### src/hw/rtl/box_mean_filter_2d_core_macros.svh
// Assertion macros shared by the box mean filter RTL.
// No dependencies; included by modules that carry assertions.
`ifndef BOX_MEAN_FILTER_2D_CORE_MACROS_SVH
`define BOX_MEAN_FILTER_2D_CORE_MACROS_SVH

// property must hold at every clock outside reset
`define BMF_ASSERT(lbl, clk, rst, prop, msg) \
   lbl: assert property (@(posedge clk) disable iff (rst) (prop)) else $error(msg);

// condition must never be true outside reset
`define BMF_NEVER(lbl, clk, rst, cond, msg) \
   lbl: assert property (@(posedge clk) disable iff (rst) !(cond)) else $error(msg);

`endif

### src/hw/rtl/bmf_queue.sv
// Two-entry job queue between the front and back of the box mean filter.
// Depends on box_mean_filter_2d_core_macros.svh.
`include "box_mean_filter_2d_core_macros.svh"
module bmf_queue #(
   parameter int DATA_BITS = 8
) (
   input  logic                 clock,
   input  logic                 reset,
   input  logic                 push,
   input  logic [DATA_BITS-1:0] push_data,
   output logic                 full,
   input  logic                 pop,
   output logic                 not_empty,
   output logic [DATA_BITS-1:0] pop_data
);
   logic [DATA_BITS-1:0] slots_ff [2];
   logic       wr_ptr_ff, rd_ptr_ff;
   logic [1:0] count_ff, count_in;

   assign full      = (count_ff == 2'd2);
   assign not_empty = (count_ff != 2'd0);
   assign pop_data  = slots_ff[rd_ptr_ff];

   always_comb begin
      count_in = count_ff;
      if (push && !pop) count_in = count_ff + 2'd1;
      else if (pop && !push) count_in = count_ff - 2'd1;
   end

   always_ff @(posedge clock) begin
      if (reset) begin
         wr_ptr_ff <= 1'b0;
         rd_ptr_ff <= 1'b0;
         count_ff  <= 2'd0;
      end else begin
         if (push) wr_ptr_ff <= !wr_ptr_ff;
         if (pop) rd_ptr_ff <= !rd_ptr_ff;
         count_ff <= count_in;
      end
   end

   always_ff @(posedge clock) begin
      if (push) slots_ff[wr_ptr_ff] <= push_data;
   end

   `BMF_NEVER(a_no_overflow, clock, reset, push && full && !pop, "queue overflow")
   `BMF_NEVER(a_no_underflow, clock, reset, pop && !not_empty, "queue underflow")
   `BMF_ASSERT(a_ptr_count, clock, reset, (count_ff == 2'd1) == (wr_ptr_ff != rd_ptr_ff), "pointers disagree with count")
endmodule

### config.mk
export PLATFORM = sky130hd
export DESIGN_NAME = bmf_queue
export DESIGN_NICKNAME = d
export VERILOG_FILES = /design/src/hw/rtl/bmf_queue.sv
export VERILOG_INCLUDE_DIRS = /design/src /design/src/hw/rtl
export SDC_FILE = /design/constraint.sdc
export NUM_CORES = 1
export LEC_CHECK = 0
export BUFFER_PORTS_ARGS = -buffer_cell sky130_fd_sc_hd__buf_4
export CAP_MARGIN = 20
export CORE_MARGIN = 5
export CORE_UTILIZATION = 29
export CTS_CLUSTER_SIZE = 20
export DETAILED_ROUTE_END_ITERATION = 8
export GPL_TIMING_DRIVEN = 0
export PLACE_DENSITY = 0.56
export SKIP_CTS_REPAIR_TIMING = 1
export SYNTH_ARGS = -nofsm -noshare
export SYNTH_HDL_FRONTEND = slang
export SYNTH_SLANG_ARGS = --single-unit
### constraint.sdc
create_clock -name clock -period 1.2 [get_ports clock]
set_input_delay 0.06 -clock clock [delete_from_list [all_inputs] [get_ports clock]]
set_output_delay 0.06 -clock clock [all_outputs]
set_load 0.005 [all_outputs]
* Word level (Yosys, flattened, before mapping)
Memories as Yosys holds them, arrays and structs flattened. A register that Yosys moved wholly into a read port is not among the register bits.
Index checks and enable logic that the tools add are counted.
** Storage, ports and cells
- Bits in registers :: 4
- Memory bits (writable) :: 16
- Output and inout bits :: 10
- Word-level logic and storage cells :: 21
- Memories kept :: 1
** Memories
- slots_ff :: depth 2, bits a word 8, rd ports 1, clocked after Yosys merged registers in 1, wr ports 1, RTL line bmf_queue.sv:16 : logic [DATA_BITS-1:0] slots_ff [2];
** Operators by class
- Add/sub/neg operators :: 2
- Eq/ne operators :: 1
- Mux-type cells :: 6
- Reductions and logical operators :: 8
** Operator list (number)
- zero test 1 bit :: 4
- 2-to-1 mux 1 bit :: 4
- 2-to-1 mux 2 bit :: 2
- nonzero test 2 bit :: 2
- adder 2 x 1 -> 2 bit (second input constant) :: 1
- == test 2 bit (second input constant) :: 1
- logical AND 1 bit :: 2
- subtractor 2 x 1 -> 2 bit (second input constant) :: 1

* Depth between registers and ports, before layout
Gate-level depths: netlist of the first run.
- Depth after elaboration :: 4
- Gate-level depth with buffers :: 5
- Depth with buffers taken out :: 5

* Worst setup path after synthesis of the first run
Ideal clock, no wire load.
- Kind :: reg-to-reg
- From :: register wr_ptr_ff
- To :: memory slots_ff[0][0], enable pin
- Data arrival time :: 715 ps
- Required time :: 827 ps
- Slack :: 112 ps
- Stages on the path, launching flop included :: 2
- Clock period less this slack :: 1088 ps
- Cells stage by stage :: dfxtp_1 > nor2b_1
** RTL lines
- start, declared :: RTL line bmf_queue.sv:17 : logic wr_ptr_ff, rd_ptr_ff;
- start signal, assigned :: RTL line bmf_queue.sv:36 : if (push) wr_ptr_ff <= !wr_ptr_ff;
- end, declared :: RTL line bmf_queue.sv:16
No word-level cell before the write port.

==> results of run 1 <==
## cell usage in the layout (no fill, tap or decap)
master,instances
buf_4,21
edfxtp_1,16
dlygate4sd3_1,9
mux2_2,8
nor2_1,4
clkbuf_4,3
dfxtp_1,3
xnor2_1,2
xor2_1,2
dfxtp_2,2
buf_6,1
inv_1,1
or2_2,1
and2_1,1
and2b_2,1
nor2b_2,1
o21ai_0,1
or3_1,1
a21oi_1,1
ha_1,1
clkbuf_1,1
## layout make-up
cell class / instances / area, µm²
buffer: 1 / 11.3
sequential: 21 / 583
multi-input combinational: 24 / 199
fill: 247 / 1440
inverter: 1 / 3.75
timing repair buffer: 30 / 248
tap: 30 / 37.5
clock buffer: 4 / 26.3
## power breakdown
part,internal (µW),leakage [µW],total [µW],switching [µW]
combinational,160,0.000232,252,92.2
sequential,841,0.000192,862,21.5
clock,129,0.0000150,315,186
## registers in the layout, indices dropped and copies added (netlist names), named ones only
register   count
count_ff       2
rd_ptr_ff      1
slots_ff      16
wr_ptr_ff      1
## final timing paths
| kind | startpoint | end | slack [ns] |
|---|---|---|---|
| setup / recovery | flop | pop_data[0] | -0.09 |
| hold / removal | pop | flop | 0.03 |
| setup reg to reg | wr_ptr_ff | slots_ff[1][2] | 0.10 |
| hold reg to reg | count_ff[1] | count_ff[1] | 0.50 |
## kinds of logic after synthesis
| kind of cell | Yosys count |
|---|---|
| buffers and inverters | 2 |
| adder cells (fa/ha/maj) | 1 |
| multiplexers | 8 |
| flip-flops | 21 |
| AO/OA/AOI/OAI | 2 |
| AND/OR/NAND/NOR | 9 |
| XOR/XNOR | 4 |
## Yosys cell counts, types with 2 or more instances
cell type / count / area share, %
nor2_1: 4 / 1.9
dfxtp_1: 5 / 13
xor2_1: 2 / 2.2
edfxtp_1: 16 / 61
xnor2_1: 2 / 2.2
mux2_2: 8 / 11
## stage by stage
stage,worst slack (ns),util (%)
6_report,-0.0881,43.6
5_1_grt,-0.162,43.6
4_1_cts,-0.215,39.6
3_5_place_dp,-0.118,38.5
3_3_place_gp,-0.102,38.5
2_1_floorplan,0.112,-
## metal layers
metal	wire length [µm]	vias to the layer above	share of wire, %	track usage (%)
met5	0	-	0	0
met4	8	0	0.63	3.64
met3	111	2	8.8	3.10
met2	572	15	45	11.4
met1	570	211	45	7.97
li1	-	235	-	-
==> out/results.ini, run 1 <==
[synth]
syn_inst = 47
synth_edf_count = 16
synth.lib_cells_used.distinct = 16
synth.ff_latch_count = 21
synth.cell_area_um2 = 786
yosysSeqAreaShare_pct = 73.9
yosys.area_share.adder_pct = 1.59
synth_compound_gate_area_share_pct = 1.27
postSynth.topFlopCell = edfxtp_1
synth_warnings = 0
syn_area_per_cell_um2 = 16.7
post_synth_and_or_nand_nor_area_fraction_pct = 6.21
synth_top_family_by_area = multiplexers
synth_xor_area_share_pct = 4.46
postSynthNetCount = 60
post_synth_mux_area_share_pct = 11.5
ys_async_sr_fraction_pct = 0

[setup_path]
end_kind = primary output
crit_arrival_ns = 1.23
critical_path.max_stage_delay_ns = 0.34
cp_num_buf_inv = 2
cp_slowest_cell = dfxtp_2
worst-r2r-cell-count = 1
critical_path_peak_fanout = 8
timing.critical_path.cells = buf_6 -> mux2_2 -> buf_4
worstSetupStartpointType = flop
critPathKind = reg2out
worst_path_dominant_cell_family = flip-flops
cp_num_cells = 3
cp.required_ns = 1.14

[die]
chipHeight_um = 62.1
coreArea_mm2 = 0.00254
ioPinCount = 22
dieArea_mm2 = 0.00385
die_width_um = 62.1
fp-row-count = 18
start_util_pct = 30.9

[global_route]
antenna_found_initial = 0
number_of_global_route_vias_before_repair = 455
grt_pass1_wl_mm = 1.89
grt_start_max_net_pins = 12
grt.total_usage_pct = 7.10
grt_remaining_overflow = 0

[clock_tree]
clk_pin_slew_worst_paths_ns = 0.10
cts.sinks = 21
cts_tree = done
clock_insertion_delay_worst_skew_ns = 0.29
cts_max_path_buffers = 2
cts_buf_count = 3
cts_max_level = 1
cts_root_buf = clkbuf_4

[power]
vdd.ir_drop.worst_mv = 0.555
powerDensity_mw_per_mm2 = 1290
leakagePower_uw = 0.000439
post_layout_power_uw = 1430

[cells_and_area]
flow.area_growth_from_synthesis_pct = 41.1
drive_above_1_share_pct = 46.9
final_cells = 111
fin_area_mm2 = 0.00111
antenna-diode-count = 0
layout.nets = 95

[drt]
wl_mm = 1.26
vias_per_cell = 4.17
firstDrtPassIters = 3
drc = 0
drtIter0Drc = 4
antenna_violating_nets_post_route = 0
dr_total_vias = 463
drt-wirelength-per-cell_um = 11.4

[timing]
setup_viol = 8
tightestPinTransition_ns = 0.440
final.min_clock_period_ns = 1.29
whs_ns = 0.0328
report.final.hold_viol_count = 0
slew-limit-headroom_pct = 70.5
layout_setup_ws_ns = -0.0881
totalNegativeSetupSlack_ns = -0.642
max_clock_freq_mhz = 776
fin_crit_sh_pct = 107
finalClockSkew_ns = 0.000421
rsz0062_at_grt = yes
timing.final.max_slew_violations = 0

[place]
place.detailed.hpwl_um = 898
gpl.final_weighted_congestion = 0.647
placed_cells = 98
placement.cell_area_um2 = 981
buffer_ports.inserted = 21

[status]
failed_checks = setup timing
status = complete, but fails checks

[hold_path]
hold-path-cell-count = 3
holdCritPathClass = in2reg

[flow_run]
drv.max_cap_violation_count = 0

Power figures use the tool's default switching activity.
==> inputs of run 2 (changes only) <==
--- a/config.mk
+++ b/config.mk
@@ -8,12 +8,14 @@
 export LEC_CHECK = 0
 export BUFFER_PORTS_ARGS = -buffer_cell sky130_fd_sc_hd__buf_4
 export CAP_MARGIN = 20
+export CELL_PAD_IN_SITES_DETAIL_PLACEMENT = 0
+export CELL_PAD_IN_SITES_GLOBAL_PLACEMENT = 1
 export CORE_MARGIN = 5
 export CORE_UTILIZATION = 29
 export CTS_CLUSTER_SIZE = 20
 export DETAILED_ROUTE_END_ITERATION = 8
 export GPL_TIMING_DRIVEN = 0
-export PLACE_DENSITY = 0.56
+export PLACE_DENSITY = 0.63
 export SKIP_CTS_REPAIR_TIMING = 1
 export SYNTH_ARGS = -nofsm -noshare
 export SYNTH_HDL_FRONTEND = slang
==> constraint.sdc (replaced) <==
create_clock -name clock -period 1.3 [get_ports clock]
set_input_delay 0.065 -clock clock [delete_from_list [all_inputs] [get_ports clock]]
set_output_delay 0.065 -clock clock [all_outputs]
set_load 0.005 [all_outputs]
==> out/results.ini, run 2 (synthesis results as in run 1) <==
[timing]
report.final.hold_viol_count = 0  ; unchanged
finalClockSkew_ns = 0.00628  ; +0.00586 ns
rsz0062_at_grt = yes
setup_viol = 0  ; -8
whs_ns = 0.0425  ; +0.00969 ns
final.min_clock_period_ns = 1.29
slew-limit-headroom_pct = 70.6  ; +0.12 points
tightestPinTransition_ns = 0.439  ; -0.00173 ns
max_clock_freq_mhz = 775
layout_setup_ws_ns = 0.00926  ; +0.0974 ns
fin_crit_sh_pct = 99.3
totalNegativeSetupSlack_ns = 0  ; +0.642 ns
timing.final.max_slew_violations = 0  ; unchanged

[cells_and_area]
final_cell_mix = 21 x buf_4, 16 x edfxtp_1, 9 x dlygate4sd3_1
drive_above_1_share_pct = 45.7  ; -1.2 points
flow.area_growth_from_synthesis_pct = 40.9
antenna-diode-count = 0  ; unchanged
layout_top_registers = slots_ff x16, count_ff x2
largest_reg_flops = 16  ; unchanged
max_flop_register = slots_ff
layout.nets = 95  ; unchanged
layout.filler_cells = 239  ; -3.2%
final_cells = 111  ; unchanged
most_common_cell_after_layout_fill_and_taps_aside = buf_4

[setup_path]
worstSetupStartpointType = flop
critical_path_peak_fanout = 8  ; unchanged
critPathKind = reg2out
end_kind = primary output
cp.required_ns = 1.24  ; +0.10 ns
crit_arrival_ns = 1.23  ; about the same

[hold_path]
holdCritPathClass = in2reg

[die]
fp-row-count = 18  ; unchanged
die_width_um = 62.1  ; unchanged
chipHeight_um = 62.1  ; unchanged
start_util_pct = 30.9  ; unchanged
dieArea_mm2 = 0.00385  ; unchanged
ioPinCount = 22  ; unchanged
coreArea_mm2 = 0.00254  ; unchanged

[place]
gpl.final_weighted_congestion = 0.612  ; -5.5%
placed_cells = 98  ; unchanged
buffer_ports.inserted = 21  ; unchanged
place.detailed.hpwl_um = 895  ; -0.36%
dp_slack_ns = 0.00912  ; +0.127 ns

[status]
status = finished, final reports clean

[clock_tree]
cts_buf_count = 3  ; unchanged
cts_max_level = 1  ; unchanged
cts_root_buf = clkbuf_4
cts_tree = done
cts.sinks = 21  ; unchanged
clk_pin_slew_worst_paths_ns = 0.10  ; about the same
cts_max_path_buffers = 2  ; unchanged
clock_insertion_delay_worst_skew_ns = 0.29  ; about the same

[global_route]
number_of_global_route_vias_before_repair = 446  ; -2.0%
antenna_found_initial = 0  ; unchanged
grt.total_usage_pct = 7.18  ; +0.079 points
grt_remaining_overflow = 0  ; unchanged
grt_pass1_wl_mm = 1.97  ; +4.0%
grt_start_max_net_pins = 12  ; unchanged

[drt]
drc = 0  ; unchanged
drtIter0Drc = 0  ; -4
firstDrtPassIters = 1  ; -2
dr_total_vias = 463  ; unchanged
wl_mm = 1.27  ; +0.87%
antenna_violating_nets_post_route = 0  ; unchanged
vias_per_cell = 4.17  ; unchanged
drt-wirelength-per-cell_um = 11.5  ; +0.87%

[power]
leakagePower_uw = 0.000439  ; about the same
post_layout_power_uw = 1320  ; -7.6%
powerDensity_mw_per_mm2 = 1190  ; -7.5%
vdd.ir_drop.worst_mv = 0.583  ; +5.0%

[flow_run]
drv.max_cap_violation_count = 0  ; unchanged

-- run 2: changes by cell type in the layout (fill, tap and decap cells not counted) --
cell     delta
dfxtp_2     -1
dfxtp_1     +1
-- run 2: worst paths after layout --
check	depth (start not counted)	slack, ns	to	from
setup reg to reg	1	0.19	slots_ff[1][1]	wr_ptr_ff
hold / removal	3	0.04	wr_ptr_ff	push
hold reg to reg	2	0.51	count_ff[1]	count_ff[1]
setup / recovery	3	0.009	pop_data[2]	flop
-- run 2: layer usage --
metal	part of all wire [%]	up-vias	wire length [µm]	global-route usage, %
met4	0	0	0	2.73
met3	9.4	0	119	2.89
met1	47	212	601	8.85
met5	0	-	0	0
met2	43	16	552	11.2
li1	-	235	-	-
-- run 2: where the power goes --
part	internal, µW	total [µW]	switching (µW)
clock	119	292	173
combinational	148	233	85.3
sequential	775	796	20.3
total	1040	1320	279
-- run 2: layout make-up --
| cell class | instances | area, µm² | area share [%] |
|---|---|---|---|
| buffer | 1 | 11.3 | 1.02 |
| clock buffer | 4 | 26.3 | 2.37 |
| inverter | 1 | 3.75 | 0.339 |
| multi-input combinational | 24 | 199 | 18.0 |
| sequential | 21 | 582 | 52.5 |
| tap | 30 | 37.5 | 3.39 |
| timing repair buffer | 30 | 248 | 22.4 |
-- run 2: through the flow --
step	util (%)	area [µm²]
2_1_floorplan	-	786
3_3_place_gp	38.5	981
3_5_place_dp	38.5	981
4_1_cts	39.6	1010
5_1_grt	43.5	1110
6_report	43.5	1110
-- run 2: worst max-delay path, stage by stage (launching register included) --
cell and delay [ns]:
dfxtp_2 0.34, buf_6 0.13, mux2_2 0.34, buf_4 0.14
==> inputs of run 3 (changes only) <==
--- a/config.mk
+++ b/config.mk
@@ -16,6 +16,7 @@
 export DETAILED_ROUTE_END_ITERATION = 8
 export GPL_TIMING_DRIVEN = 0
 export PLACE_DENSITY = 0.63
+export RECOVER_POWER = 25
 export SKIP_CTS_REPAIR_TIMING = 1
 export SYNTH_ARGS = -nofsm -noshare
 export SYNTH_HDL_FRONTEND = slang
==> out/results.ini, run 3 (synthesis results as in run 1) <==
[status]
status = finished, final reports clean

[global_route]
grt.total_usage_pct = 7.18  ; unchanged
grt_pass1_wl_mm = 1.97  ; unchanged
antenna_found_initial = 0  ; unchanged
grt_start_max_net_pins = 12  ; unchanged
grt_remaining_overflow = 0  ; unchanged
number_of_global_route_vias_before_repair = 446  ; unchanged

[setup_path]
end_kind = primary output
timing.critical_path.cells = buf_6 -> mux2_2 -> buf_4
r2r_setup_slack_ns = 0.19  ; about the same
critPathKind = reg2out
timing.critical_path.to = pop_data[2]
cp_slowest_cell = dfxtp_2
crit_arrival_ns = 1.23  ; about the same
cp.required_ns = 1.24  ; about the same
worst-r2r-cell-count = 1  ; unchanged
worstSetupStartpointType = flop
critical_path.max_stage_delay_ns = 0.34  ; about the same
critical_path_peak_fanout = 8  ; unchanged
critical_path.reg2reg.endpoint = slots_ff[1][1]
regToRegStartpoint = wr_ptr_ff

[cells_and_area]
multi_input_area_um2 = 199  ; unchanged
layout_top_registers = slots_ff x16, count_ff x2
drive_above_1_share_pct = 45.7  ; unchanged
final_cell_mix = 16 x buf_4, 16 x edfxtp_1, 9 x dlygate4sd3_1
layout.nets = 95  ; unchanged
fin_util_pct = 43.5  ; unchanged
antenna-diode-count = 0  ; unchanged
max_flop_register = slots_ff
register_area_um2 = 582  ; unchanged
layout.filler_cells = 239  ; unchanged
largest_reg_flops = 16  ; unchanged
flow.area_growth_from_synthesis_pct = 40.9  ; unchanged

[power]
cell_internal_pwr_uw = 1040  ; about the same
power.share.sequential_pct = 60.3  ; about the same
vdd.ir_drop.worst_mv = 0.583  ; about the same
clock_power_share_pct = 22.2  ; about the same
leakagePower_uw = 0.000438  ; -0.23%
powerDensity_mw_per_mm2 = 1190  ; about the same
p_comb_share_pct = 17.6  ; about the same
sw_frac_of_total_pct = 21.1  ; about the same
sw_pwr_uw = 279  ; about the same
post_layout_power_uw = 1320  ; about the same

[timing]
rsz0062_at_grt = yes
setup_viol = 0  ; unchanged
final.min_clock_period_ns = 1.29  ; unchanged
fin_crit_sh_pct = 99.3  ; unchanged
timing.final.max_slew_violations = 0  ; unchanged
max_clock_freq_mhz = 775  ; unchanged
slew-limit-headroom_pct = 70.6  ; unchanged
whs_ns = 0.0425  ; unchanged
layout_setup_ws_ns = 0.00926  ; unchanged
tightestPinTransition_ns = 0.439  ; unchanged
finalClockSkew_ns = 0.00655  ; +0.000262 ns
totalNegativeSetupSlack_ns = 0  ; unchanged
report.final.hold_viol_count = 0  ; unchanged

[flow_run]
drv.max_cap_violation_count = 0  ; unchanged

[die]
chipHeight_um = 62.1  ; unchanged
fp-row-count = 18  ; unchanged
start_util_pct = 30.9  ; unchanged
ioPinCount = 22  ; unchanged
dieArea_mm2 = 0.00385  ; unchanged
die_width_um = 62.1  ; unchanged
coreArea_mm2 = 0.00254  ; unchanged

[clock_tree]
cts.sinks = 21  ; unchanged
cts_root_buf = clkbuf_4
cts_max_level = 1  ; unchanged
cts_max_path_buffers = 2  ; unchanged
cts_buf_count = 3  ; unchanged
clock_insertion_delay_worst_skew_ns = 0.29  ; about the same
clk_pin_slew_worst_paths_ns = 0.10  ; about the same
cts_tree = done

[place]
place.detailed.hpwl_um = 895  ; unchanged
buffer_ports.inserted = 21  ; unchanged
dp_slack_ns = 0.00912  ; unchanged
gpl.final_weighted_congestion = 0.612  ; unchanged

[drt]
vias_per_cell = 4.18  ; +0.22%
drtIter0Drc = 0  ; unchanged
antenna_violating_nets_post_route = 0  ; unchanged
wl_mm = 1.26  ; -0.63%
dr_total_vias = 464  ; +0.22%
drc = 0  ; unchanged
drt-wirelength-per-cell_um = 11.4  ; -0.63%
firstDrtPassIters = 1  ; unchanged

[hold_path]
holdCritPathClass = in2reg

[run 3: cell types whose count changed in the layout (fill, tap and decap cells not counted), sizes merged]
cell / previous run / this run
buf: 22 / 17
clkbuf: 4 / 9
[run 3: metal layers]
layer | global-route usage (%) | part of all wire [%] | vias to the layer above | wire [µm]
met5 | 0 | 0 | - | 0
met4 | 2.73 | 0 | 0 | 0
met3 | 2.89 | 9.4 | 0 | 119
met2 | 11.2 | 44 | 16 | 551
met1 | 8.85 | 47 | 212 | 593
li1 | - | - | 236 | -
[run 3: worst max-delay path: cells and delay by family, from the launching register on]
kind	cells	cell delay [ns]
mux	1	0.34
flops	1	0.34
buf+inv	2	0.27
[run 3: metrics by stage]
step                      cells  instance area (µm²)
after detailed placement     98                  981
after floorplan              47                  786
after global routing        111                 1110
final                       111                 1110
after global placement       98                  981
after CTS                   102                 1010
[run 3: worst min path at each step]
| stage | cells after the start | end | slack, ns | start |
|---|---|---|---|---|
| after global routing | 3 | wr_ptr_ff | 0.04 | push |
| final | 3 | wr_ptr_ff | 0.04 | push |
| after CTS | 1 | slots_ff[1][0] | -0.06 | push_data[0] |
| after global placement | 1 | slots_ff[1][1] | 0.25 | push_data[1] |
| after detailed placement | 1 | slots_ff[0][0] | 0.25 | push_data[0] |
| after floorplan | 1 | count_ff[1] | 0.13 | reset |
[run 3: final cells by class]
| cell class | count | share of cell area, % |
|---|---|---|
| clock buffer | 4 | 2.37 |
| timing repair buffer | 30 | 22.4 |
| multi-input combinational | 24 | 18.0 |
| buffer | 1 | 1.02 |
| tap | 30 | 3.39 |
| inverter | 1 | 0.339 |
| sequential | 21 | 52.5 |
[run 3: power groups by stage]
stage	clock network (µW)	logic, µW	registers, µW
after floorplan	0	106	804
after global placement	0	207	807
after detailed placement	0	211	809
after CTS	309	211	794
after global routing	348	256	803
final	292	232	796
