### src/hw/rtl/box_mean_filter_2d_core_macros.svh
// Assertion macros shared by the box mean filter RTL.
// No dependencies; included by modules that carry assertions.
`ifndef BOX_MEAN_FILTER_2D_CORE_MACROS_SVH
`define BOX_MEAN_FILTER_2D_CORE_MACROS_SVH

// property must hold at every clock outside reset
`define BMF_ASSERT(lbl, clk, rst, prop, msg) \
   lbl: assert property (@(posedge clk) disable iff (rst) (prop)) else $error(msg);

// condition must never be true outside reset
`define BMF_NEVER(lbl, clk, rst, cond, msg) \
   lbl: assert property (@(posedge clk) disable iff (rst) !(cond)) else $error(msg);

`endif

### src/hw/rtl/bmf_pkg.sv
// Package for the box mean filter: field widths, register codes, defaults, cfg struct.
// No dependencies.
package bmf_pkg;
   localparam int PIXEL_FIELD_BITS = 16;
   localparam int MEAN_BITS        = 24;
   localparam int FRAC_BITS        = 8;
   localparam int ROW_BITS         = 12;
   localparam int MAX_HEIGHT       = 4096;
   localparam int DIM_BITS         = 13;
   localparam int CFG_WIDTH_BITS   = 11;
   localparam int CFG_HEIGHT_BITS  = 13;
   localparam int CFG_RADIUS_BITS  = 2;
   localparam int CSR_INDEX_BITS   = 2;
   localparam int CSR_DATA_BITS    = 13;
   localparam int EFF_RADIUS_BITS  = 3;

   localparam int DEF_MAX_WIDTH  = 1024;
   localparam int DEF_MAX_RADIUS = 3;
   localparam int DEF_PIXEL_BITS = 16;

   localparam logic [CSR_INDEX_BITS-1:0] REG_IMAGE_WIDTH  = 2'd0;
   localparam logic [CSR_INDEX_BITS-1:0] REG_IMAGE_HEIGHT = 2'd1;
   localparam logic [CSR_INDEX_BITS-1:0] REG_RADIUS       = 2'd2;

   localparam logic [CFG_WIDTH_BITS-1:0]  RST_IMAGE_WIDTH  = 11'd1024;
   localparam logic [CFG_HEIGHT_BITS-1:0] RST_IMAGE_HEIGHT = 13'd1024;
   localparam logic [CFG_RADIUS_BITS-1:0] RST_RADIUS       = 2'd1;

   // effective (clamped) geometry handed from front to back
   typedef struct packed {
      logic [DIM_BITS-1:0]        width;
      logic [DIM_BITS-1:0]        height;
      logic [EFF_RADIUS_BITS-1:0] radius;
   } cfg_type;
endpackage

### src/hw/rtl/bmf_front.sv
// Front of the box mean filter: config registers, stream counters, job classification.
// Depends on bmf_pkg.
module bmf_front #(
   parameter int MAX_WIDTH  = bmf_pkg::DEF_MAX_WIDTH,
   parameter int MAX_RADIUS = bmf_pkg::DEF_MAX_RADIUS,
   parameter int PIXEL_BITS = bmf_pkg::DEF_PIXEL_BITS,
   parameter int COLW       = $clog2(MAX_WIDTH),
   parameter int RING       = 2 * MAX_RADIUS + 2,
   parameter int RINGW      = $clog2(RING),
   parameter int JOBW       = 3 + RINGW + COLW + PIXEL_BITS + bmf_pkg::ROW_BITS + COLW + RINGW
) (
   input  logic                                  clock,
   input  logic                                  reset,
   input  logic                                  csr_valid,
   output logic                                  csr_ready,
   input  logic [bmf_pkg::CSR_INDEX_BITS-1:0]    csr_index,
   input  logic [bmf_pkg::CSR_DATA_BITS-1:0]     csr_data,
   input  logic                                  req_tvalid,
   output logic                                  req_tready,
   input  logic [bmf_pkg::PIXEL_FIELD_BITS-1:0]  req_tdata,
   input  logic                                  req_tuser,
   output bmf_pkg::cfg_type                      cfg,
   output logic                                  job_push,
   output logic [JOBW-1:0]                       job_data,
   input  logic                                  job_full
);
   localparam int DW = bmf_pkg::DIM_BITS;
   localparam int RB = bmf_pkg::ROW_BITS;

   logic [bmf_pkg::CFG_WIDTH_BITS-1:0]  width_ff;
   logic [bmf_pkg::CFG_HEIGHT_BITS-1:0] height_ff;
   logic [bmf_pkg::CFG_RADIUS_BITS-1:0] radius_ff;
   logic [COLW-1:0]  in_col_ff, in_col_in, out_col_ff, out_col_in;
   logic [RB-1:0]    in_row_ff, in_row_in, out_row_ff, out_row_in;
   logic [RINGW-1:0] in_ring_ff, in_ring_in, out_ring_ff, out_ring_in;
   logic             in_done_ff, in_done_in;

   logic [DW-1:0] ew, eh, nr, nc;
   logic          accept, wr, ready, last, csr_hit;

   assign csr_ready  = 1'b1;
   assign req_tready = !job_full;
   assign accept     = req_tvalid && !job_full;
   assign csr_hit    = csr_valid && (csr_index == bmf_pkg::REG_IMAGE_WIDTH
                       || csr_index == bmf_pkg::REG_IMAGE_HEIGHT
                       || csr_index == bmf_pkg::REG_RADIUS);

   always_comb begin
      ew = DW'(width_ff);
      if (ew == '0) ew = DW'(1);
      if (ew > DW'(MAX_WIDTH)) ew = DW'(MAX_WIDTH);
      eh = height_ff;
      if (eh == '0) eh = DW'(1);
      if (eh > DW'(bmf_pkg::MAX_HEIGHT)) eh = DW'(bmf_pkg::MAX_HEIGHT);
      cfg.width  = ew;
      cfg.height = eh;
      cfg.radius = (3'(radius_ff) > 3'(MAX_RADIUS)) ? 3'(MAX_RADIUS) : 3'(radius_ff);
   end

   always_comb begin
      wr         = accept && !req_tuser && !in_done_ff;
      in_col_in  = in_col_ff;
      in_row_in  = in_row_ff;
      in_ring_in = in_ring_ff;
      in_done_in = in_done_ff;
      out_col_in  = out_col_ff;
      out_row_in  = out_row_ff;
      out_ring_in = out_ring_ff;
      if (wr) begin
         if (DW'(in_col_ff) + DW'(1) >= ew) begin
            in_col_in = '0;
            if (DW'(in_row_ff) + DW'(1) >= eh) begin
               in_row_in  = '0;
               in_ring_in = '0;
               in_done_in = 1'b1;
            end else begin
               in_row_in  = in_row_ff + RB'(1);
               in_ring_in = (in_ring_ff == RINGW'(RING - 1)) ? '0 : in_ring_ff + RINGW'(1);
            end
         end else begin
            in_col_in = in_col_ff + COLW'(1);
         end
      end
      nr = DW'(out_row_ff) + DW'(cfg.radius);
      if (nr > eh - DW'(1)) nr = eh - DW'(1);
      nc = DW'(out_col_ff) + DW'(cfg.radius);
      if (nc > ew - DW'(1)) nc = ew - DW'(1);
      ready = accept && (in_done_in || DW'(in_row_in) > nr
              || (DW'(in_row_in) == nr && DW'(in_col_in) > nc));
      last  = (DW'(out_row_ff) == eh - DW'(1)) && (DW'(out_col_ff) == ew - DW'(1));
      if (ready) begin
         if (DW'(out_col_ff) + DW'(1) >= ew) begin
            out_col_in  = '0;
            out_row_in  = out_row_ff + RB'(1);
            out_ring_in = (out_ring_ff == RINGW'(RING - 1)) ? '0 : out_ring_ff + RINGW'(1);
         end else begin
            out_col_in = out_col_ff + COLW'(1);
         end
         if (last) begin
            in_col_in = '0; in_row_in = '0; in_ring_in = '0; in_done_in = 1'b0;
            out_col_in = '0; out_row_in = '0; out_ring_in = '0;
         end
      end
   end

   assign job_push = wr || ready;
   // job layout, low to high: ring, col, pixel, wr, emit, last, out ring, out col, out row
   assign job_data = {out_row_ff, out_col_ff, out_ring_ff, ready && last, ready, wr,
                      req_tdata[PIXEL_BITS-1:0], in_col_ff, in_ring_ff};

   always_ff @(posedge clock) begin
      if (reset) begin
         width_ff  <= bmf_pkg::RST_IMAGE_WIDTH;
         height_ff <= bmf_pkg::RST_IMAGE_HEIGHT;
         radius_ff <= bmf_pkg::RST_RADIUS;
         in_col_ff <= '0; in_row_ff <= '0; in_ring_ff <= '0; in_done_ff <= 1'b0;
         out_col_ff <= '0; out_row_ff <= '0; out_ring_ff <= '0;
      end else if (csr_hit) begin
         case (csr_index)
            bmf_pkg::REG_IMAGE_WIDTH:  width_ff  <= csr_data[bmf_pkg::CFG_WIDTH_BITS-1:0];
            bmf_pkg::REG_IMAGE_HEIGHT: height_ff <= csr_data;
            bmf_pkg::REG_RADIUS:       radius_ff <= csr_data[bmf_pkg::CFG_RADIUS_BITS-1:0];
            default: ;
         endcase
         in_col_ff <= '0; in_row_ff <= '0; in_ring_ff <= '0; in_done_ff <= 1'b0;
         out_col_ff <= '0; out_row_ff <= '0; out_ring_ff <= '0;
      end else begin
         in_col_ff  <= in_col_in;
         in_row_ff  <= in_row_in;
         in_ring_ff <= in_ring_in;
         in_done_ff <= in_done_in;
         out_col_ff  <= out_col_in;
         out_row_ff  <= out_row_in;
         out_ring_ff <= out_ring_in;
      end
   end
endmodule

### config.mk
export PLATFORM = sky130hd
export DESIGN_NAME = bmf_front
export DESIGN_NICKNAME = d
export VERILOG_FILES = /design/src/hw/rtl/box_mean_filter_2d_core_macros.svh /design/src/hw/rtl/bmf_pkg.sv /design/src/hw/rtl/bmf_front.sv
export SDC_FILE = /design/constraint.sdc
export NUM_CORES = 1
export LEC_CHECK = 0
export ABC_AREA = 1
export BUFFER_PORTS_ARGS = -buffer_cell sky130_fd_sc_hd__buf_2
export CORE_AREA = 2 2 139 141
export DETAILED_ROUTE_END_ITERATION = 8
export DIE_AREA = 0 0 141 143
export PLACE_DENSITY_LB_ADDON = 0.1
export SLEW_MARGIN = 20
export SYNTH_ARGS = -nofsm -noshare
export SYNTH_HDL_FRONTEND = slang
export SYNTH_SLANG_ARGS = --single-unit
### constraint.sdc
create_clock -name clock -period 8.1 [get_ports clock]
set_input_delay 0 -clock clock [delete_from_list [all_inputs] [get_ports clock]]
set_output_delay 0 -clock clock [all_outputs]
set_load 0.01 [all_outputs]
After elaboration in Yosys (flattened, before gate mapping)
Index checks and enable logic that the tools add are counted.
{"block": "classes", "add_sub_neg": 13, "n_lt_le_gt_ge": 9, "n_eq_ne": 7, "muxes": 33, "n_reduce_logical": 25}
{"operator": "$mux 12", "count": 7}
{"operator": "$mux 13", "count": 5}
{"operator": "$mux 10", "count": 6}
{"operator": "$mux 3", "count": 9}
{"operator": "$eq 12x13->1", "count": 2}
{"operator": "$ge 11x13->1", "count": 2}
{"operator": "$sub 13x1->13 const B", "count": 2}
{"operator": "$add 12x1->12 const B", "count": 2}
{"operator": "$add 10x1->11 const B", "count": 2}
{"operator": "$add 10x1->10 const B", "count": 2}
{"operator": "$add 12x1->13 const B", "count": 1}
{"operator": "$add 12x2->13", "count": 1}
{"operator": "$eq 10x13->1", "count": 1}
{"operator": "$ge 13x13->1", "count": 1}
{"operator": "$gt 10x13->1", "count": 1}
{"operator": "$gt 11x13->1", "count": 1}
{"operator": "$gt 12x13->1", "count": 1}
{"operator": "$gt 13x11->1 const B", "count": 1}
{"operator": "$gt 13x13->1", "count": 1}
{"operator": "$gt 13x13->1 const B", "count": 1}
{"operator": "$logic_not 13->1", "count": 1}
{"operator": "$add 10x2->11", "count": 1}
{"operator": "$logic_not 11->1", "count": 1}
{"operator": "$mux 11", "count": 1}
{"operator": "12 further kinds", "count": 34}
{"block": "totals", "ff_bits": 77, "in_bits": 37, "out_inout_bits": 89, "elab_cells": 97}

Longest topological paths before layout
Gate-level depths: netlist (run 1).
{"block": "depth", "depth_word": 13, "depth_mapped": 42, "ltp_nobuf": 40}

Worst setup path after synthesis (run 1)
No wires, ideal clock.
{"block": "synth_path", "kind": "reg2reg", "from": "register height_ff[6] (netlist bit)", "to": "register in_row_ff[2]", "setup_ns": 0.121, "arrival_time_ns": 5.048, "t_required_ns": 7.979, "path_slack_ns": 2.931, "path_stages_with_launch": 42, "n_path_buf": 3, "period_less_slack_ns": 5.169, "cell_sequence": "dfxtp_1 nor2_1 nand2_1 nor2_2 nand3_2 nand2_4 inv_1 nor2_1 inv_1 ha_1 nand2_1 inv_1 nand2_1 o21ai_0 nand2_1 inv_1 ha_1 a21oi_1 [6 not listed] nand2_1 o21ai_0 ha_1 nand3_1 inv_1 nand4_1 nor3b_1 o41ai_1 nor2_1 nand3_1 nor2_1 nor2_1 nor2_2 buf_6 nand2_4 nand2_8 buf_12 nor2_2"}
{"item": "from (decl)", "line_no": "bmf_front.sv:31", "text": "logic [bmf_pkg::CFG_HEIGHT_BITS-1:0] height_ff;"}
{"item": "from (signal assigned)", "line_no": "bmf_front.sv:114", "text": "height_ff <= bmf_pkg::RST_IMAGE_HEIGHT;"}
{"item": "from (signal assigned)", "line_no": "bmf_front.sv:121", "text": "bmf_pkg::REG_IMAGE_HEIGHT: height_ff <= csr_data;"}
{"item": "to (signal assigned)", "line_no": "bmf_front.sv:129", "text": "in_row_ff <= in_row_in;"}
{"item": "to (decl)", "line_no": "bmf_front.sv:34", "text": "logic [RB-1:0] in_row_ff, in_row_in, out_row_ff, out_row_in;"}

Final worst setup path (run 1)
{"block": "layout_path", "from": "register height_ff[6] (netlist bit)", "to": "output job_data[31]"}
{"block": "layout_between", "elab_chain_len": 13, "word_cells_on_any_way": 23, "classes_between": "add/sub (1); order compare (4); eq/ne (2); mux (9); reduce/logical (7)"}
{"item": "$logic_not 13->1", "line_no": "bmf_front.sv:53", "text": "if (eh == '0) eh = DW'(1);"}
{"item": "$mux 13 (*)", "line_no": "bmf_front.sv:53"}
{"item": "$gt 13x13->1", "line_no": "bmf_front.sv:54", "text": "if (eh > DW'(bmf_pkg::MAX_HEIGHT)) eh = DW'(bmf_pkg::MAX_HEIGHT);"}
{"item": "$mux 13 (*)", "line_no": "bmf_front.sv:54"}
{"item": "branches (longest 8 deep; another with $sub 13x1->13)"}
{"item": "$logic_and 1x1->1 (*)", "line_no": "bmf_front.sv:108", "text": "assign job_data = {out_row_ff, out_col_ff, out_ring_ff, ready && last, ready, wr,"}
{"item": "to (decl)", "line_no": "bmf_front.sv:24", "text": "output logic [JOBW-1:0] job_data,"}
Mark *: on every way between the ends.

==> impl_results.md, run 1 <==
- Status: complete, no violations
- Die Y: 143 µm
- Root buf cell: clkbuf_16
- Pre-Repair DR Iteration Count: 5
- Static Leak: 4.662 nW
- Slew margin rel.: 0.4604
- Iter 0 DRT Violations: 605
- Worst path max stage delay: 0.61 ns
- Critical path arrival: 7.03 ns
- # DRC: 0
- CTS tree: done
- Synth warnings: 0
- Synth unique cells: 57
- ANT nets after route: 0
- Clock Sinks: 77
- Worst-Skew Late Latency: 0.36 ns
- Vias: 8398
- Fin. Hold Viols: 0
- # Post-CTS Setup Buffers: 0
- Post-layout total power: 0.001147 W
- Chip Width: 141 µm
- Clk buf depth: 2
- Area leader, netlist: dfxtp_1
- Crit path max-delay cell type: nor2_2
- Critical path endpoint category: primary output
- R2R Path Start: height_ff[6]
- Share of cells above drive strength 1: 0.1424
- Worst flop-to-flop path endpoint: out_row_ff[4]
- Starting density of the core: 0.4464
- Pin count of the biggest net entering global routing: 27
- Hold depth: 0
- H-Tree Depth: 3
- CP Max Fanout: 16
- Post-CTS sizing: 0
- Final setup viols: 0
- Total CTS buffers: 9
- Pwr/cell area: 125.8 nW/µm²
- Max Cap Violations: 0
- Cells after synthesis: 1287
- Total Routed Length: 25610 µm
- Slew Limit Fails: 0
- Synth top area share: 0.1859
- Hold worst-path end: job_data[26]
- Final RePlAce weighted congestion: 0.9456
- Crit Path Class: reg2out
- R2r setup slk: 1.34 ns
- Skew final: 0.01487 ns
- Buffers & Inverters on Critical Path: 7
- Seq/Total Area, Yosys: 0.1859
- Most frequent CP cell: nand2_1
- DR WL/cell: 16.12 µm
- Fillcell total: 1968
- Crit path max-delay family: simple AND/OR/NAND/NOR gates
- Ports: 126
- # diodes: 0
- Setup TNS: 0 ns
- Layout area overhead: 9.896%
- Hold Crit Class: in2out
- Number of I/O port buffers: 89
- Row count: 50
- Average size of a mapped cell: 6.445 µm²
- R2R depth: 39
- Via density per instance: 5.285
- EDFF count, synth: 0
- Req. time, crit path: 8.10 ns
- Tot GR Track Use: 0.2597
- Dpl hpwl: 20950 µm
- Nets: 1483
- Gr ovfl total: 0
- Maximum clock rate: 142.3 MHz
- Asr flop ratio synth: 0
- Seq cells post-synth: 77
- Initial antenna violation count: 0
- Critical Path Source Type: flop
- Ys flop type: dfxtp_1
- Synthesized area: 8294 µm²
- Full die area: 20160 µm²
- Area contributors post-synth: dfxtp_1, ha_1, nand2_1
- First-pass GRT wire length: 41040 µm
- Final period util: 0.8677
- Post-route minimum period: 7.028 ns
- Maximum vdd drop: 0.00009653 V
- Worst-path clk slew: 0.06 ns
- Worst slew pin tran: 0.7990 ns
- Core area: 18580 µm²
- Vias in the first global route: 7758
- Unrepaired setup endpoints after global routing: no
- Min-Delay Startpoint: req_tdata[13]
stage by stage:
step	instance area (µm²)	cells	util	setup slack [ns]	hold slack, ns
after floorplan	8302	1289	-	2.931	0.05098
after global placement	8652	1558	0.4657	1.436	0.00006862
after detailed placement	8652	1558	0.4657	1.416	0.00006862
after CTS	9109	1589	0.4902	1.118	0.00006862
after global routing	9115	1589	0.4906	0.5051	0.00001579
final	9115	1589	0.4906	1.072	0.000003906
placed cells by master (no fill, tap or decap), drive strengths merged, types with 2 or more instances in the layout:
master       instances
nor3                28
ha                  94
fa                   2
nor4b                2
o21bai               2
dfxtp               77
o21a                 2
nand2              289
nor2               158
o21ai               80
and2                 2
nor3b                3
a22oi                3
dlygate4sd3         15
clkbuf               9
buf                 90
inv                204
conb                 4
clkinv               4
a211oi               4
nor4                 3
nand3               82
and3                 2
xnor2                2
o31ai                3
nand3b               5
o221ai               2
xor2                43
nand4               41
o41ai                8
a22o                 2
o22ai                7
o211ai               3
a31oi                3
a21oi               70
worst max-delay path by stage:
stage	start	endpoint	slack [ns]	depth (start not counted)
floorplan	height_ff[6]	in_row_ff[2]	2.93	41
global placement	height_ff[6]	out_row_ff[8]	1.44	38
detailed placement	height_ff[6]	out_row_ff[4]	1.42	38
CTS	height_ff[6]	job_data[31]	1.12	38
global route	height_ff[6]	job_data[31]	0.51	38
finish	height_ff[6]	job_data[31]	1.07	39
metal layers:
metal  wire (µm)  vias up  part of all wire  GRT usage
met3        1568       31             0.061    0.03119
met4         475        0             0.019    0.07211
li1            -     4314                 -          -
met2       11270      279              0.44     0.4167
met5           0        -                 0          0
met1       12300     3774              0.48     0.3682
kinds of logic after synthesis:
| group | Yosys count | share of synthesized area |
|---|---|---|
| flip-flops | 77 | 0.1859 |
| buffers and inverters | 258 | 0.1407 |
| adder cells (fa/ha/maj) | 96 | 0.1466 |
| XOR/XNOR | 45 | 0.04752 |
| other | 2 | 0.0009055 |
| AO/OA/AOI/OAI | 193 | 0.1335 |
| AND/OR/NAND/NOR | 616 | 0.3448 |
synthesized netlist by cell type, drive strengths merged (4+ instances only):
cell    instances
nand3          82
nand4          41
nand3b          5
a211oi          4
inv           202
nor3           28
o21ai          80
ha             94
buf            34
a21oi          70
dfxtp          77
xor2           43
o41ai           8
nand2         289
o22ai           7
nor2          158
clkbuf         21
power by group:
part           switching, W  total (W)  internal (W)
clock network      0.000192   0.000435      0.000243
registers         0.0000129   0.000399      0.000386
logic              0.000214   0.000313     0.0000992
sequential cells by signal, indices dropped and copies added (netlist names):
register and cells:
radius_ff 2, out_ring_ff 3, height_ff 13, in_done_ff 1, out_row_ff 12, out_col_ff 10
in_ring_ff 3, width_ff 11, in_col_ff 10, in_row_ff 12
worst reg2reg max path, delay by kind of cell, from the launching register on:
| family | cells | cell delay [ns] |
|---|---|---|
| AO/OA/AOI/OAI | 6 | 0.79 |
| adder cells (fa/ha/maj) | 3 | 0.83 |
| buffers and inverters | 6 | 1.18 |
| flip-flops | 1 | 0.58 |
| AND/OR/NAND/NOR | 24 | 3.31 |
timing repair:
action,in CTS,in global routing
hold buffers,15,0
hold endpoints to repair,19,0
setup endpoints to repair,0,0
area by class of cell:
| type | instances | area (µm²) | area share |
|---|---|---|---|
| inverter | 203 | 767.0 | 0.08415 |
| tap | 234 | 292.8 | 0.03212 |
| timing repair buffer | 105 | 603.1 | 0.06616 |
| sequential | 77 | 1541 | 0.1691 |
| clock inverter | 7 | 81.33 | 0.008922 |
| clock buffer | 9 | 225.2 | 0.02471 |
| multi-input combinational | 954 | 5604 | 0.6148 |
Note: power is estimated with default switching activity, not from simulation.
==> run 2: changes to the inputs <==
--- a/config.mk
+++ b/config.mk
@@ -5,12 +5,12 @@
 export SDC_FILE = /design/constraint.sdc
 export NUM_CORES = 1
 export LEC_CHECK = 0
-export ABC_AREA = 1
 export BUFFER_PORTS_ARGS = -buffer_cell sky130_fd_sc_hd__buf_2
-export CORE_AREA = 2 2 139 141
+export CORE_AREA = 2 2 137 139
 export DETAILED_ROUTE_END_ITERATION = 8
-export DIE_AREA = 0 0 141 143
+export DIE_AREA = 0 0 139 141
 export PLACE_DENSITY_LB_ADDON = 0.1
+export RECOVER_POWER = 100
 export SLEW_MARGIN = 20
 export SYNTH_ARGS = -nofsm -noshare
 export SYNTH_HDL_FRONTEND = slang
==> run 2 against run 1 <==
  * The run now ends with capacitance limit, slew limit left
  * Flip-flop and latch count is the same
  * Clock power is essentially flat
  * Critical path depth shrank 12
  * Cell count shrank 13%
  * Via count shrank 4.6%
  * Global-route usage shrank 0.43 points
  * First-iteration DRC count shrank 3.8%
  * Register-to-register slack lost 0.66 ns
  * Highest routed layer unchanged
  * Largest cell class unchanged
  * Core utilization shrank 0.84 points
  * Maximum frequency shrank 5.3%
  * Critical path type is now reg2reg
  * Sequential power shrank 2%
  * Worst hold slack is essentially flat
==> impl_results.md, run 2 <==
- Slew margin rel.: -0.3643 (was 0.4604)
- Ys flop type: dfxtp_1 (unchanged)
- First-pass GRT wire length: 40090 µm (was 41040 µm)
- Crit Path Class: reg2reg (was reg2out)
- Layout area overhead: 9.881% (was 9.896%)
- # DRC: 0 (unchanged)
- Iter 0 DRT Violations: 582 (was 605)
- Area contributors post-synth: dfxtp_1, ha_1, nand2_1 (unchanged)
- Worst-Skew Late Latency: 0.35 ns (was 0.36 ns)
- Total Routed Length: 25620 µm (was 25610 µm)
- Static Leak: 3.830 nW (was 4.662 nW)
- Starting density of the core: 0.4388 (was 0.4464)
- Synth warnings: 0 (unchanged)
- Clock Sinks: 77 (unchanged)
- Gr ovfl total: 0 (unchanged)
- Most frequent cells in the layout: nand2_1, ha_1, nor2_1 (was nand2_1, inv_1, nor2_1)
- Synthesized area: 8015 µm² (was 8294 µm²)
- Seq/Total Area, Yosys: 0.1923 (was 0.1859)
- Largest registers: height_ff: 13 flops, in_row_ff: 12 flops, out_row_ff: 12 flops (unchanged)
- Largest Register: height_ff (unchanged)
- Synth unique cells: 74 (was 57)
- Die Y: 141 µm (was 143 µm)
- Register area: 1544 µm² (was 1541 µm²)
- Average size of a mapped cell: 7.300 µm² (was 6.445 µm²)
- Pwr/cell area: 116.6 nW/µm² (was 125.8 nW/µm²)
- Max FFs per register: 13 (unchanged)
- Final setup viols: 0 (unchanged)
- Total CTS buffers: 9 (unchanged)
- Full die area: 19600 µm² (was 20160 µm²)
- H-Tree Depth: 3 (unchanged)
- Vias: 8010 (was 8398)
- Final RePlAce weighted congestion: 0.9344 (was 0.9456)
- Asr flop ratio synth: 0 (unchanged)
- Critical path arrival: 7.70 ns (was 7.03 ns)
- Critical Path Source Type: flop (unchanged)
- Multi-input logic area: 5917 µm² (was 5604 µm²)
- Number of I/O port buffers: 89 (unchanged)
- Worst-path clk slew: 0.07 ns (was 0.06 ns)
- Status: finished with violations (was complete, no violations)
- Post-route minimum period: 7.424 ns (was 7.028 ns)
- Maximum clock rate: 134.7 MHz (was 142.3 MHz)
- Root buf cell: clkbuf_16 (unchanged)
- Critical path endpoint category: flop (was primary output)
- Worst path max stage delay: 0.62 ns (was 0.61 ns)
- DR WL/cell: 18.59 µm (was 16.12 µm)
- Chip Width: 139 µm (was 141 µm)
- Final Util: 0.4821 (was 0.4906)
- Hold Slack: 0.000004438 ns (was 0.000003906 ns)
- Row count: 50 (unchanged)
- Maximum vdd drop: 0.00009160 V (was 0.00009653 V)
- Failing checks: capacitance limit, slew limit
- Count leader, synth: nand2_1 (unchanged)
- Crit path max-delay cell type: or4_1 (was nor2_2)
- Final period util: 0.9166 (was 0.8677)
- Cells after synthesis: 1098 (was 1287)
- Clk buf depth: 2 (unchanged)
- Area leader, netlist: dfxtp_1 (unchanged)
- Tot GR Track Use: 0.2553 (was 0.2597)
- Synth top cells by count: nand2_1, ha_1, nor2_1 (was nand2_1, inv_1, nor2_1)
- Vias in the first global route: 7315 (was 7758)
- Initial antenna violation count: 0 (unchanged)
- Fillcell total: 1953 (was 1968)
- Nets: 1272 (was 1483)
- Slew Limit Fails: 13 (was 0)
- Setup TNS: 0 ns (unchanged)
- Seq cells post-synth: 77 (unchanged)
- Fin. Hold Viols: 0 (unchanged)
- EDFF count, synth: 0 (unchanged)
- Skew final: 0.007463 ns (was 0.01487 ns)
- Share of cells above drive strength 1: 0.06119 (was 0.1424)
- Worst slew pin tran: 2.042 ns (was 0.7990 ns)
- Core area: 18270 µm² (was 18580 µm²)
- Ports: 126 (unchanged)
- Pin count of the biggest net entering global routing: 31 (was 27)
- # Post-CTS Setup Buffers: 0 (unchanged)
- Synth top area share: 0.1923 (was 0.1859)
- # diodes: 0 (unchanged)
- Via density per instance: 5.813 (was 5.285)
- DP Area: 8454 µm² (was 8652 µm²)
- Commonest non-fill, non-tap cell in the layout: nand2_1 (unchanged)
- CTS tree: done (unchanged)
- Hold Crit Class: in2out (unchanged)
- Dpl hpwl: 20270 µm (was 20950 µm)
- Fin area: 8807 µm² (was 9115 µm²)
- CP Max Fanout: 29 (was 16)
- Unrepaired setup endpoints after global routing: no (unchanged)
- ANT nets after route: 0 (unchanged)
- Max Cap Violations: 1 (was 0)
- Pre-Repair DR Iteration Count: 6 (was 5)
- Req. time, crit path: 8.38 ns (was 8.10 ns)
-- run 2: cell types whose count changed after synthesis, moves of 21 or more --
cell	delta
nand3_1	-26
nor2_1	-29
clkbuf_1	+38
mux2i_1	+21
inv_1	-150
nor2_2	-38
nand2_1	-125
and3_1	+36
xnor2_1	+46
-- run 2: cells by family (layout without fill, tap and decap cells) --
kind of cell    Yosys count  after routing  share of synthesized area
other cells               2              4                  0.0009370
buf+inv                 131            175                    0.07321
xor+xnor                 71             71                    0.07758
fa+ha+maj                96             96                     0.1517
compound gates          236            236                     0.1876
simple gates            463            463                     0.2890
mux                      22             22                    0.02763
flops                    77             77                     0.1923
-- run 2: area by class of cell --
class	count	area share
well taps	234	0.03324
repair buffers	115	0.06578
flip-flops and latches	77	0.1753
clock buffers	10	0.02713
inverters	44	0.01875
clock inverters	6	0.007956
multi-input cells	892	0.6718
-- run 2: path summary, 6_finish.rpt --
check,slack (ns),endpoint,cells after the start,start
max reg2reg,0.68,out_row_ff[9],27,height_ff[2]
min reg2reg,0.53,in_ring_ff[1],2,in_ring_ff[1]
min,0.000004,job_data[16],0,req_tdata[3]
max,0.68,out_row_ff[9],27,height_ff[2]
-- run 2: where the power goes --
group / switching [W] / internal [W] / total [W]
Sequential: 0.00000984 / 0.000383 / 0.000393
Clock: 0.000185 / 0.000250 / 0.000434
Combinational: 0.000124 / 0.0000755 / 0.000200
Total: 0.000318 / 0.000709 / 0.00103
-- run 2: layer usage --
layer / track usage / vias to the layer above / wire length [µm]
met5: 0 / - / 0
met4: 0.07124 / 0 / 475
met3: 0.03261 / 24 / 1399
met2: 0.4021 / 251 / 11340
met1: 0.3673 / 3736 / 12410
li1: - / 3999 / -
-- run 2: worst max-delay path, delay by kind of cell (launching register included) --
kind	cells	cell delay [ns]
AND/OR/NAND/NOR	9	2.47
adder cells (fa/ha/maj)	3	0.93
AO/OA/AOI/OAI	12	2.89
flip-flops	1	0.49
buffers and inverters	3	0.56
-- run 2: timing repair --
action / 4_1_cts / 5_1_grt
hold buffers: 13 / 0
endpoints found under the setup margin: 0 / 54
hold endpoints to repair: 26 / 0
resized for setup: 0 / 6
-- run 2: per-stage QoR --
step | cells | power (W) | worst slack (ns)
final | 1378 | 0.001027 | 0.6759
after global routing | 1378 | 0.001068 | 0.02284
after CTS | 1378 | 0.001032 | 0.2791
after detailed placement | 1349 | 0.0005927 | 0.3189
after global placement | 1349 | 0.0005947 | 0.6182
after floorplan | 1100 | 0.0005440 | 1.075
